[src/sv/framebuffer_draw_engine_top_macros.svh]
// Assertion macros shared by the framebuffer draw engine RTL.
`ifndef FRAMEBUFFER_DRAW_ENGINE_TOP_MACROS_SVH
`define FRAMEBUFFER_DRAW_ENGINE_TOP_MACROS_SVH

// Same-cycle implication, checked on every rising clock edge out of reset.
`define FDE_ASSERT_IMPL(lbl, ante, cons, msg) \
  lbl: assert property (@(posedge clk_i) disable iff (!rst_ni) (ante) |-> (cons)) \
    else $error(msg);

// Next-cycle implication, checked on every rising clock edge out of reset.
`define FDE_ASSERT_NEXT(lbl, ante, cons, msg) \
  lbl: assert property (@(posedge clk_i) disable iff (!rst_ni) (ante) |=> (cons)) \
    else $error(msg);

`endif

[src/sv/fde_pkg.sv]
// Package with the types, constants and helpers of the framebuffer draw engine.
`timescale 1ns / 1ps
package fde_pkg;

  localparam int unsigned MAX_WIDTH   = 256;
  localparam int unsigned MAX_HEIGHT  = 256;
  localparam int unsigned DIM_W       = $clog2(((MAX_WIDTH > MAX_HEIGHT) ? MAX_WIDTH :
                                                MAX_HEIGHT) + 1);
  localparam int unsigned ADDR_W      = $clog2(MAX_WIDTH * MAX_HEIGHT);
  localparam int unsigned CFG_W       = 9;
  localparam int unsigned PIX_W       = 32;
  localparam int unsigned COORD_W     = 18;
  localparam int unsigned POS_W       = 36;
  localparam int unsigned FRAC_W      = 16;
  localparam int unsigned RND_W       = POS_W - FRAC_W;
  localparam int unsigned INC_W       = 18;
  localparam int unsigned LEN_W       = 16;
  localparam int unsigned NUM_W       = 33;
  localparam int unsigned DEN_W       = LEN_W;
  localparam int unsigned GRID_STEP   = 10;
  localparam logic [PIX_W-1:0] GRID_COLOUR = 32'hFF33_3333;

  typedef enum logic [2:0] {
    CMD_CLEAR = 3'd0,
    CMD_PLOT  = 3'd1,
    CMD_LINE  = 3'd2,
    CMD_RECT  = 3'd3,
    CMD_GRID  = 3'd4,
    CMD_READ  = 3'd5
  } cmd_e;

  typedef enum logic [0:0] {
    CFG_FRAME_WIDTH  = 1'b0,
    CFG_FRAME_HEIGHT = 1'b1
  } cfg_e;

  typedef enum logic [2:0] {
    ST_IDLE,
    ST_SPAN,
    ST_DIV_X,
    ST_DIV_Y,
    ST_LINE,
    ST_READ
  } state_e;

  typedef struct packed {
    logic [2:0]        command;
    logic signed [15:0] x_first;
    logic signed [15:0] y_first;
    logic signed [15:0] x_second;
    logic signed [15:0] y_second;
    logic [14:0]       rect_width;
    logic [14:0]       rect_height;
    logic [31:0]       colour;
  } cmd_t;

  typedef struct packed {
    logic [31:0] pixel_colour;
    logic        in_frame;
  } res_t;

  typedef struct packed {
    logic             start;
    logic [NUM_W-1:0] num;
    logic [DEN_W-1:0] den;
  } div_req_t;

  typedef struct packed {
    logic             done;
    logic [NUM_W-1:0] quo;
  } div_rsp_t;

  function automatic logic [ADDR_W-1:0] pix_addr(input logic [DIM_W-1:0] x,
                                                 input logic [DIM_W-1:0] y);
    return ADDR_W'(32'(y) * 32'(MAX_WIDTH) + 32'(x));
  endfunction

endpackage

[src/sv/fde_div.sv]
// Iterative restoring divider producing one quotient bit per cycle.
`timescale 1ns / 1ps
module fde_div import fde_pkg::*; (
  input  logic     clk_i,
  input  logic     rst_ni,
  input  div_req_t req_i,
  output div_rsp_t rsp_o
);

  localparam int unsigned CNT_W = $clog2(NUM_W + 1);

  logic             busy_q, busy_d;
  logic             done_q, done_d;
  logic [CNT_W-1:0] cnt_q, cnt_d;
  logic [NUM_W-1:0] num_q, num_d;
  logic [NUM_W-1:0] quo_q, quo_d;
  logic [DEN_W-1:0] den_q, den_d;
  logic [DEN_W-1:0] rem_q, rem_d;
  logic [DEN_W:0]   rem_shift;
  logic [DEN_W:0]   diff;
  logic             ge;

  always_comb begin
    rem_shift = {rem_q, num_q[NUM_W-1]};
    diff      = rem_shift - {1'b0, den_q};
    ge        = rem_shift >= {1'b0, den_q};
    busy_d    = busy_q;
    done_d    = 1'b0;
    cnt_d     = cnt_q;
    num_d     = num_q;
    quo_d     = quo_q;
    den_d     = den_q;
    rem_d     = rem_q;
    if (req_i.start) begin
      busy_d = 1'b1;
      cnt_d  = CNT_W'(NUM_W);
      num_d  = req_i.num;
      den_d  = req_i.den;
      quo_d  = '0;
      rem_d  = '0;
    end else if (busy_q) begin
      rem_d = ge ? diff[DEN_W-1:0] : rem_shift[DEN_W-1:0];
      quo_d = {quo_q[NUM_W-2:0], ge};
      num_d = {num_q[NUM_W-2:0], 1'b0};
      cnt_d = cnt_q - CNT_W'(1);
      if (cnt_q == CNT_W'(1)) begin
        busy_d = 1'b0;
        done_d = 1'b1;
      end
    end
  end

  always_ff @(posedge clk_i or negedge rst_ni) begin
    if (!rst_ni) begin
      busy_q <= 1'b0;
      done_q <= 1'b0;
      cnt_q  <= '0;
    end else begin
      busy_q <= busy_d;
      done_q <= done_d;
      cnt_q  <= cnt_d;
    end
  end

  always_ff @(posedge clk_i) begin
    num_q <= num_d;
    quo_q <= quo_d;
    den_q <= den_d;
    rem_q <= rem_d;
  end

  assign rsp_o.done = done_q;
  assign rsp_o.quo  = quo_q;

endmodule

[config.mk]
export PLATFORM = sky130hd
export DESIGN_NAME = fde_div
export DESIGN_NICKNAME = d
export VERILOG_FILES = /design/src/sv/framebuffer_draw_engine_top_macros.svh /design/src/sv/fde_pkg.sv /design/src/sv/fde_div.sv
export SDC_FILE = /design/constraint.sdc
export NUM_CORES = 1
export LEC_CHECK = 0
export BUFFER_PORTS_ARGS = -buffer_cell sky130_fd_sc_hd__buf_2
export CORE_ASPECT_RATIO = 1.75
export CORE_MARGIN = 4
export CORE_UTILIZATION = 38
export DETAILED_ROUTE_END_ITERATION = 8
export GPL_TIMING_DRIVEN = 0
export PLACE_DENSITY = 0.65
export SETUP_SLACK_MARGIN = 0.5
export SLEW_MARGIN = 0
export SYNTH_ARGS = -nofsm -noshare
export SYNTH_HDL_FRONTEND = slang
export SYNTH_SLANG_ARGS = --single-unit
[constraint.sdc]
create_clock -name clk_i -period 4.7 [get_ports clk_i]
set_input_delay 0.235 -clock clk_i [delete_from_list [all_inputs] [get_ports clk_i]]
set_output_delay 0.235 -clock clk_i [all_outputs]
set_load 0.02 [all_outputs]
# --- After elaboration in Yosys (flattened, before gate mapping) ---
# Index checks and enable logic that the tools add are counted.
totals:
  register_bits: 106
  in_bits: 52
  word_cells: 23
op_classes:
  n_addsub: 2
  order_cmp: 1
  eq_ne: 1
  mux: 11
  n_reduce_logical: 1
ops:
  columns: ["operator", "n"]
  rows:
  - ["$mux 33", 2]
  - ["$ge 17x16->1", 1]
  - ["$mux 16", 1]
  - ["$sub 16x16->16", 1]
  - ["$mux 6", 2]
  - ["$eq 6x1->1 const B", 1]
  - ["$mux 1", 6]
  - ["$sub 6x1->6 const B", 1]
  - ["$reduce_bool 2->1", 1]

# --- Logic depth before layout (Yosys ltp) ---
# Gate-level depths: netlist of run 1.
depth:
  ltp_word: 4
  depth_mapped: 11
  mapped_depth_nobuf: 9

# --- Worst setup path after synthesis of run 1 ---
# Ideal clock, no wire load.
synth_path:
  path_type: "reg2reg"
  start: "reg den_q[14]"
  end: "reg rem_q[15]"
  setup_ps: 79
  t_arrival_ps: 2199
  required_ps: 4621
  setup_slack_ps: 2421
  path_stages_with_launch: 10
  path_buffers: 1
  cell_sequence: "edfxtp_1 -> inv_1 -> ha_1 -> a21o_1 -> a211o_1 -> a31o_1 -> o31a_1 -> buf_6 -> or4_1 -> o211ai_1"
synth_between:
  elab_chain_len: 2
  elab_cells_between_ends: 3
  cone_classes: "1 x add/sub; 1 x order compare; 1 x mux"
synth_lines:
  columns: ["element", "line", "source"]
  rows:
  - ["from (decl)", "fde_div.sv:17", "logic [DEN_W-1:0] den_q, den_d;"]
  - ["from (signal assigned)", "fde_div.sv:68", "den_q <= den_d;"]
  - ["$sub 16x16->16 / $ge 17x16->1 (equally long branches)", "fde_div.sv:25, fde_div.sv:26", null]
  - ["$mux 16 *", "fde_div.sv:42", "rem_d = ge ? diff[DEN_W-1:0] : rem_shift[DEN_W-1:0];"]
  - ["to (signal assigned)", "fde_div.sv:69", "rem_q <= rem_d;"]
  - ["to (decl)", "fde_div.sv:18", "logic [DEN_W-1:0] rem_q, rem_d;"]
# Every way passes the cells marked *; elsewhere a longest branch is shown, timed or not.
# A chain may end at the register's enable or synchronous reset.

# --- Final worst setup path of run 1 ---
layout_path:
  start: "in req_i[49] in the netlist's numbering"
  end: "reg num_q[2], enable pin"
layout_between:
  elab_chain_len: 1
layout_lines:
  columns: ["element", "line", "source"]
  rows:
  - ["from (decl)", "fde_div.sv:6", "input div_req_t req_i,"]
  - ["$reduce_bool 2->1 (no line)", null, null]
  - ["to (signal assigned)", "fde_div.sv:66", "num_q <= num_d;"]
  - ["to (decl)", "fde_div.sv:15", "logic [NUM_W-1:0] num_q, num_d;"]
# No other way between the ends.

==> results of run 1 <==
cell families (layout without fill, tap and decap cells):
kind of cell             Yosys count  after routing
AND/OR/NAND/NOR                  136            136
flip-flops                       106            106
AO/OA/AOI/OAI                     84             84
multiplexers                      64             64
buffers and inverters             55            157
adder cells (fa/ha/maj)           19             19
XOR/XNOR                          12             12
other                              0              1
registers in the layout (all words and copies together), names as in the netlist:
name    cells
rem_q      16
done_q      1
busy_q      1
quo_q      33
den_q      16
num_q      33
cnt_q       6
through the flow:
| step | instance area [µm²] | std cells | hold slack [ns] | setup slack [ns] |
|---|---|---|---|---|
| floorplan | 5190 | 476 | -0.06059 | 2.421 |
| finish | 6168 | 753 | 0.06359 | 1.922 |
| global placement | 5833 | 735 | 0.08335 | 1.569 |
| detailed placement | 5833 | 735 | 0.09666 | 1.509 |
| CTS | 6166 | 752 | 0.05113 | 1.879 |
| global route | 6168 | 753 | 0.04563 | 1.610 |
routing by layer:
layer / vias to the layer above / track usage, % / routed length [µm]
met2: 100 / 30.04 / 7032
met5: - / 0 / 0
met1: 1915 / 16.47 / 4524
met3: 36 / 3.051 / 320
met4: 0 / 8.493 / 431
li1: 1931 / - / -
worst min-delay path by stage:
| stage | end | cells past startpoint |
|---|---|---|
| 3_5_place_dp | cnt_q[3] | 1 |
| 3_3_place_gp | cnt_q[4] | 1 |
| 5_1_grt | den_q[15] | 1 |
| 4_1_cts | den_q[15] | 1 |
| 2_1_floorplan | busy_q | 0 |
| 6_report | den_q[15] | 1 |
cells in the mapped netlist, drive strengths merged (2+ instances only):
cell	n	area, µm²
o21bai	2	15.01
dfrtp	8	200.2
nor4b	3	41.29
xor2	6	52.55
inv	25	93.84
ha	18	225.2
nor2	60	225.2
nand3b	2	15.01
o21ai	13	65.06
xnor2	6	52.55
a21o	9	67.56
clkbuf	14	53.80
nand2	21	78.83
and3	2	12.51
o21a	2	15.01
a2111oi	2	17.52
nor4	4	25.02
mux2	32	360.4
nand2b	3	18.77
nor3b	2	15.01
dfxtp	49	980.9
nand4	3	18.77
edfxtp	49	1471
or4	6	45.04
and2	3	18.77
a311oi	8	70.07
o211a	2	20.02
nor2b	4	25.02
nand3	15	75.07
o31a	2	17.52
buf	16	80.08
o211ai	9	67.56
mux2i	32	320.3
a211oi	4	30.03
o31ai	2	15.01
a21oi	14	77.58
nor3	5	25.02
o2111ai	3	26.28
where the power goes:
group | total (µW) | internal, µW | leakage (µW) | switching [µW]
Sequential | 1160 | 1100 | 0.000999 | 61.1
Clock | 802 | 483 | 0.000153 | 319
Combinational | 566 | 244 | 0.00170 | 322
Total | 2530 | 1830 | 0.00286 | 702
critical path, cell delays in order:
cell and delay (ns):
buf_2 0.38, clkbuf_1 0.38, clkbuf_1 0.42, nor2_1 0.30
inv_1 0.98
layout make-up:
class | count | area (µm²)
fill | 1256 | 7214
sequential | 106 | 2653
multi-input combinational | 315 | 2310
timing repair buffer | 86 | 435.4
clock buffer | 12 | 246.5
tap | 174 | 217.7
buffer | 30 | 133.9
inverter | 25 | 93.84
clock inverter | 4 | 76.32
antenna | 1 | 2.502
==> results.sh, run 1 <==
export IMPL_grt_ovfl_total=0
export IMPL_grt_first_pass_wirelength_mm=19.66
export IMPL_cts_htree_levels=3
export IMPL_wl_per_cell_um=16.35
export IMPL_firstDrtPassIters=6
export IMPL_layout_common_cells="92 x buf_2, 60 x nor2_1, 49 x edfxtp_1, 49 x dfxtp_1"
export IMPL_io_pins=86
export IMPL_synth_cells=476
export IMPL_cellPowerDensity_nw_per_um2=410.3
export IMPL_postCtsSetupBuffers=0
export IMPL_hold_viol_final=0
export IMPL_vias_per_cell=5.288
export IMPL_r2r_slack_ns=2.08
export IMPL_cts_buffer_depth=2
export IMPL_synthSimpleGateAreaFrac_pct=12.80
export IMPL_cp_required_ns=4.65
export IMPL_hp_class="input pin to flip-flop"
export IMPL_reg2regPathDepth=10
export IMPL_cap_viol_max_count=0
export IMPL_num_vias=3982
export IMPL_timing_rr_start="den_q[9]"
export IMPL_num_rows=56
export IMPL_antenna_found_initial=1
export IMPL_avgSynthCellArea_um2=10.90
export IMPL_min_from="req_i[15]"
export IMPL_clock_skew_ns=0.009105
export IMPL_nets=644
export IMPL_cts_resized=0
export IMPL_utilization_pct=46.09
export IMPL_design_core_area_um2=13380
export IMPL_yosysWarnings=0
export IMPL_timing_fmax_mhz=360.0
export IMPL_ys_dominant_reg_cell="edfxtp_1"
export IMPL_fin_crit_ns=2.778
export IMPL_worstMarginPinSlew_ns=1.249
export IMPL_dpl_hpwl_mm=9.525
export IMPL_chipWidth_um=96.34
export IMPL_syn_num_nets=547
export IMPL_arrival_ns=2.73
export IMPL_syn_area_um2=5190
export IMPL_grt_pass1_vias=4075
export IMPL_critical_path_startpoint_type="input pin"
export IMPL_final_antenna_net_count=0
export IMPL_async_reset_ff_share_pct=7.547
export IMPL_drt_iter0_markers=225
export IMPL_clock_latency_ns=0.34
export IMPL_gp_congestion=0.8400
export IMPL_cts_root_buf="clkbuf_16"
export IMPL_cts_hold_buf=1
export IMPL_track_usage_pct=16.17
export IMPL_grt_max_degree=34
export IMPL_clk_pin_slew_worst_paths_ns=0.07
export IMPL_synthMuxAreaShare_pct=13.11
export IMPL_synth_seq_area_share_pct=51.11
export IMPL_synth_compound_area_share_pct=11.84
export IMPL_p_leak_uw=0.002856
export IMPL_cts_tree="yes"
export IMPL_die_y_um=162.6
export IMPL_cts_sinks=106
export IMPL_path_class="input pin to flip-flop"
export IMPL_yosys_register_bits=106
export IMPL_maxSlewHeadroom_pct=16.65
export IMPL_r2r_end="rem_q[7]"
export IMPL_setup_violations=0
export IMPL_crit_end="num_q[2]"
export IMPL_start_util_pct=38.78
export IMPL_numPortBuffers=85
export IMPL_cts_buffers_inserted=9
export IMPL_layout_drive_gt1_share_pct=25.26
export IMPL_p_total_uw=2531
export IMPL_setup_tns_ns=0
export IMPL_synth_top_family_by_area="multiplexers"
export IMPL_drc=0
export IMPL_synth_edf_count=49
export IMPL_timing_final_crit_share_pct=59.10
export IMPL_ir_worst_vdd_uv=238.7
export IMPL_synthAdderAreaFrac_pct=4.725
export IMPL_synth_cell_types=60
export IMPL_wirelength_mm=12.31
export IMPL_layout_commonest_cell="buf_2"
export IMPL_endpoint_kind="flip-flop"
export IMPL_worstPathMaxFanout=33
export IMPL_rsz0062_at_grt="false"
export IMPL_area_growth_pct=18.85
export IMPL_synth_xor_xnor_area_share_pct=2.025
export IMPL_drv_slew=0
export IMPL_critPathLaunch="req_i[49]"
export IMPL_die_area_um2=15660
export IMPL_outcome="finished, final reports clean"
No activity file was read; power rests on OpenSTA's default activity.
==> run 2, diff against run 1 <==
- PLACE_DENSITY: 0.65 -> 0.67
- clock period: 4.7 -> 2.5 ns (I/O delays scaled with it)
==> results.sh, run 2 (same netlist as run 1, synthesis figures left out) <==
export IMPL_start_util_pct=38.78
export IMPL_endpoint_kind="flip-flop"
export IMPL_gp_congestion=0.8249
export IMPL_path_class="flip-flop to flip-flop"
export IMPL_critical_path_startpoint_type="flip-flop"
export IMPL_p_seq_share_pct=46.5
export IMPL_clk_pin_slew_worst_paths_ns=0.07
export IMPL_p_int_uw=3316
export IMPL_dp_cells=735
export IMPL_vias_per_cell=5.261
export IMPL_fin_crit_ns=2.395
export IMPL_design_core_area_um2=13380
export IMPL_track_usage_pct=16.64
export IMPL_ir_worst_vdd_uv=580.6
export IMPL_cts_tree="yes"
export IMPL_die_y_um=162.6
export IMPL_nets=675
export IMPL_timing_fmax_mhz=417.6
export IMPL_grt_pass1_vias=4320
export IMPL_timing_final_crit_share_pct=95.79
export IMPL_p_leak_uw=0.003004
export IMPL_antenna_found_initial=1
export IMPL_chipWidth_um=96.34
export IMPL_final_cell_area_um2=6600
export IMPL_grt_first_pass_wirelength_mm=20.40
export IMPL_seq_area_um2=2653
export IMPL_rsz0062_at_grt="true"
export IMPL_setup_ws_ns=0.1053
export IMPL_utilization_pct=49.32
export IMPL_maxSlewHeadroom_pct=57.02
export IMPL_hp_class="input pin to flip-flop"
export IMPL_grt_ovfl_total=0
export IMPL_drt_iter0_markers=244
export IMPL_placed_cell_area_um2=5927
export IMPL_cts_buffers_inserted=9
export IMPL_area_growth_pct=27.17
export IMPL_firstDrtPassIters=5
export IMPL_drv_slew=0
export IMPL_num_vias=4125
export IMPL_arrival_ns=2.64
export IMPL_p_comb_share_pct=26.0
export IMPL_cts_root_buf="clkbuf_16"
export IMPL_layout_commonest_cell="buf_2"
export IMPL_fin_cells=784
export IMPL_wl_per_cell_um=16.50
export IMPL_cp_required_ns=2.75
export IMPL_wirelength_mm=12.94
export IMPL_pre_cts_slack_ns=-0.5875
export IMPL_layout_drive_gt1_share_pct=32.18
export IMPL_io_pins=86
export IMPL_cap_viol_max_count=0
export IMPL_swShare_pct=29.83
export IMPL_clock_skew_ns=0.006585
export IMPL_cts_htree_levels=3
export IMPL_dpl_hpwl_mm=9.478
export IMPL_p_total_uw=4726
export IMPL_cts_sinks=106
export IMPL_layout_common_cells="88 x buf_2, 59 x nor2_1, 49 x edfxtp_1, 49 x dfxtp_1"
export IMPL_cellPowerDensity_nw_per_um2=716.1
export IMPL_worstPathMaxFanout=5
export IMPL_multi_input_area_um2=2471
export IMPL_hold_viol_final=0
export IMPL_drc=0
export IMPL_cts_buffer_depth=2
export IMPL_num_rows=56
export IMPL_reg_top3="num_q x33, quo_q x33"
export IMPL_p_sw_uw=1410
export IMPL_grt_max_degree=18
export IMPL_clock_latency_ns=0.34
export IMPL_r2r_slack_ns=0.11
export IMPL_nFillCells=1226
export IMPL_clkPwrFrac_pct=27.5
export IMPL_numPortBuffers=85
export IMPL_die_area_um2=15660
export IMPL_outcome="finished, final reports clean"
export IMPL_worstMarginPinSlew_ns=0.6357
export IMPL_setup_violations=0
export IMPL_final_antenna_net_count=0
-- run 2: cell count changes in the layout (fill, tap and decap cells not counted), sizes merged --
| cell | previous run | this run |
|---|---|---|
| buf | 101 | 114 |
| bufinv | 2 | 0 |
| clkbuf | 26 | 25 |
| clkinvlp | 1 | 5 |
| dlygate4sd3 | 1 | 17 |
| inv | 25 | 26 |
-- run 2: timing repair --
| action | CTS | global route |
|---|---|---|
| pin swaps | 9 | 10 |
| hold buffers | 17 | 0 |
| buffers inserted | 6 | 6 |
| endpoints found under the hold margin | 24 | 0 |
| gates resized for setup | 23 | 15 |
| endpoints found under the setup margin | 89 | 70 |
| gates cloned | 2 | 1 |
-- run 2: worst paths after layout --
path | start | to | cells past startpoint
max reg2reg | den_q[6] | rem_q[5] | 9
max in group asynchronous | rst_ni | cnt_q[0] | 2
min reg2reg | rem_q[14] | rem_q[14] | 2
min | req_i[16] | num_q[0] | 2
max | den_q[6] | rem_q[5] | 9
min in group asynchronous | rst_ni | busy_q | 2
-- run 2: final cells by class --
class	instances	share of cell area [%]
multi-input cells	315	37.44
flip-flops and latches	106	40.19
plain buffers	30	2.616
diodes	1	0.03791
inverters	25	1.479
repair buffers	116	10.73
clock inverters	6	0.6256
clock buffers	10	3.469
repair inverters	1	0.1137
well taps	174	3.299
-- run 2: per-stage QoR --
| step | setup TNS [ns] | hold WS [ns] |
|---|---|---|
| after floorplan | 0 | -0.1706 |
| after global placement | -15.38 | -0.02462 |
| after detailed placement | -20.40 | -0.01918 |
| after CTS | 0 | 0.07252 |
| after global routing | 0 | 0.07880 |
| final | 0 | 0.08468 |
-- run 2: routing by layer --
layer	wire length [µm]	vias to the layer above	global-route usage [%]
li1	-	1986	-
met1	4576	1997	16.46
met2	7518	114	31.74
met3	409	28	2.774
met4	436	0	8.557
met5	0	-	0
-- run 2: power by group through the flow --
stage	logic, µW	clock network (µW)	registers [µW]
6_report	1230	1300	2200
2_1_floorplan	830	0	2200
3_3_place_gp	1060	0	2220
5_1_grt	1340	1410	2220
3_5_place_dp	1090	0	2230
4_1_cts	1180	1330	2200
-- run 2: critical path, stage by stage, from the launching register on --
cell and delay, ns:
edfxtp_1 0.39, inv_2 0.08, ha_4 0.22, a21oi_4 0.17, nor4b_4 0.33, a21oi_4 0.12, o211ai_1 0.35, buf_2 0.27
nand3_1 0.10, a311oi_1 0.27
==> run 3, diff against run 2 <==
- CAP_MARGIN: unset -> 5
- PLACE_DENSITY: 0.67 -> 0.61
==> results.sh, run 3 (same netlist as run 1, synthesis figures left out) <==
export IMPL_fin_crit_ns=2.352
export IMPL_hold_viol_final=0
export IMPL_cts_tree="yes"
export IMPL_p_total_uw=5150
export IMPL_swShare_pct=28.90
export IMPL_ir_worst_vdd_uv=445.5
export IMPL_p_sw_uw=1489
export IMPL_hp_class="input pin to flip-flop"
export IMPL_cap_viol_max_count=0
export IMPL_start_util_pct=38.78
export IMPL_timing_rr_start="den_q[14]"
export IMPL_r2r_slack_ns=0.15
export IMPL_track_usage_pct=17.68
export IMPL_hold_ws_ns=0.07400
export IMPL_grt_ovfl_total=0
export IMPL_cts_buffer_depth=2
export IMPL_worstMarginPinSlew_ns=0.8729
export IMPL_reg2regPathDepth=9
export IMPL_grt_pass1_vias=4351
export IMPL_nets=695
export IMPL_firstDrtPassIters=4
export IMPL_die_area_um2=15660
export IMPL_clock_skew_ns=0.008378
export IMPL_grt_max_degree=18
export IMPL_clock_latency_ns=0.34
export IMPL_rsz0062_at_grt="true"
export IMPL_p_comb_share_pct=27.6
export IMPL_gp_congestion=0.9208
export IMPL_cp_required_ns=2.77
export IMPL_cts_sinks=106
export IMPL_design_core_area_um2=13380
export IMPL_cts_buffers_inserted=9
export IMPL_cts_htree_levels=3
export IMPL_timing_final_crit_share_pct=94.08
export IMPL_dpl_hpwl_mm=9.686
export IMPL_drv_slew=0
export IMPL_p_seq_share_pct=42.8
export IMPL_die_y_um=162.6
export IMPL_vias_per_cell=5.332
export IMPL_antenna_found_initial=1
export IMPL_layout_common_cells="86 x buf_2, 58 x nor2_1, 49 x edfxtp_1, 49 x dfxtp_1, 33 x buf_4"
export IMPL_cts_root_buf="clkbuf_16"
export IMPL_cellPowerDensity_nw_per_um2=724.5
export IMPL_critPathLaunch="den_q[14]"
export IMPL_drc=0
export IMPL_wl_per_cell_um=17.61
export IMPL_crit_end="rem_q[14]"
export IMPL_arrival_ns=2.62
export IMPL_outcome="finished, final reports clean"
export IMPL_setup_violations=0
export IMPL_num_rows=56
export IMPL_reg_top3="num_q x33, quo_q x33"
export IMPL_final_cell_area_um2=7108
export IMPL_layout_drive_gt1_share_pct=38.79
export IMPL_p_leak_uw=0.003195
export IMPL_io_pins=86
export IMPL_numPortBuffers=85
export IMPL_drt_iter0_markers=248
export IMPL_maxSlewHeadroom_pct=41.69
export IMPL_area_growth_pct=36.96
export IMPL_grt_first_pass_wirelength_mm=21.35
export IMPL_worstPathMaxFanout=5
export IMPL_timing_fmax_mhz=425.2
export IMPL_final_antenna_net_count=0
export IMPL_clk_pin_slew_worst_paths_ns=0.08
export IMPL_path_class="flip-flop to flip-flop"
export IMPL_chipWidth_um=96.34
export IMPL_p_int_uw=3662
export IMPL_placed_cell_area_um2=5927
export IMPL_wirelength_mm=14.16
export IMPL_layout_commonest_cell="buf_2"
export IMPL_clkPwrFrac_pct=29.6
export IMPL_r2r_end="rem_q[14]"
export IMPL_num_vias=4287
export IMPL_endpoint_kind="flip-flop"
export IMPL_critical_path_startpoint_type="flip-flop"
==> run 3: cell types whose count changed in the layout (fill, tap and decap cells not counted), moves of 4 or more <==
cell   previous run  this run
buf_4            16        33
ha_1             13         6
ha_4              4        10
inv_2             3         7
inv_1            21        17
buf_6             2         6
==> run 3: critical path, cell delays in order, from the launching register on <==
cell and delay [ns]:
edfxtp_1 0.38, inv_2 0.08, ha_4 0.19, a21o_1 0.15, a211o_1 0.33, a31o_4 0.26
o31a_1 0.14, buf_6 0.14, or4_1 0.50, o211ai_1 0.10
==> run 3: power groups by stage <==
stage,Sequential [µW],Combinational [µW],Clock (µW)
finish,2210,1420,1520
detailed placement,2240,1090,0
global placement,2220,1060,0
CTS,2200,1270,1550
global route,2230,1550,1630
floorplan,2200,830,0
==> run 3: layout make-up <==
cell class,count,area [µm²]
Fill cell,1171,6275
Multi-Input combinational cell,315,2704
Sequential cell,106,2653
Timing Repair Buffer,136,888.4
Clock buffer,11,242.7
Buffer,30,217.7
Tap cell,174,217.7
Inverter,25,97.59
Clock inverter,5,77.57
Timing Repair inverter,1,7.507
Antenna cell,1,2.502
==> run 3: repair_timing <==
| action | CTS | global route |
|---|---|---|
| gates resized for setup | 54 | 41 |
| hold buffers | 17 | 0 |
| buffers inserted | 15 | 15 |
| hold endpoints to repair | 24 | 0 |
| gates cloned | 3 | 2 |
| pin swaps | 16 | 21 |
| endpoints found under the setup margin | 89 | 78 |
==> run 3: worst min path at each step <==
| stage | start | to | slack (ns) | cells past startpoint |
|---|---|---|---|---|
| 2_1_floorplan | rst_ni | busy_q | -0.17 | 0 |
| 3_3_place_gp | rst_ni | cnt_q[4] | -0.02 | 1 |
| 3_5_place_dp | rst_ni | cnt_q[4] | -0.02 | 1 |
| 4_1_cts | req_i[16] | num_q[0] | 0.06 | 2 |
| 5_1_grt | req_i[16] | num_q[0] | 0.07 | 2 |
| 6_report | req_i[16] | num_q[0] | 0.07 | 2 |
==> run 3: per-layer routing <==
metal / track usage [%] / wire (µm) / share of wire [%]
met2: 32.31 / 7793 / 55
met3: 3.699 / 517 / 3.7
met5: 0 / 0 / 0
met4: 9.323 / 710 / 5.0
met1: 18.27 / 5140 / 36
==> run 3: per-stage QoR <==
| stage | instances | setup slack (ns) | utilization (%) | setup TNS [ns] |
|---|---|---|---|---|
| final | 804 | 0.1480 | 53.11 | 0 |
| after global routing | 804 | 0.05988 | 53.11 | 0 |
| after floorplan | 476 | 0.3531 | - | 0 |
| after global placement | 735 | -0.5075 | 44.29 | -16.71 |
| after CTS | 786 | 0.1708 | 50.52 | 0 |
| after detailed placement | 735 | -0.5665 | 44.29 | -18.69 |
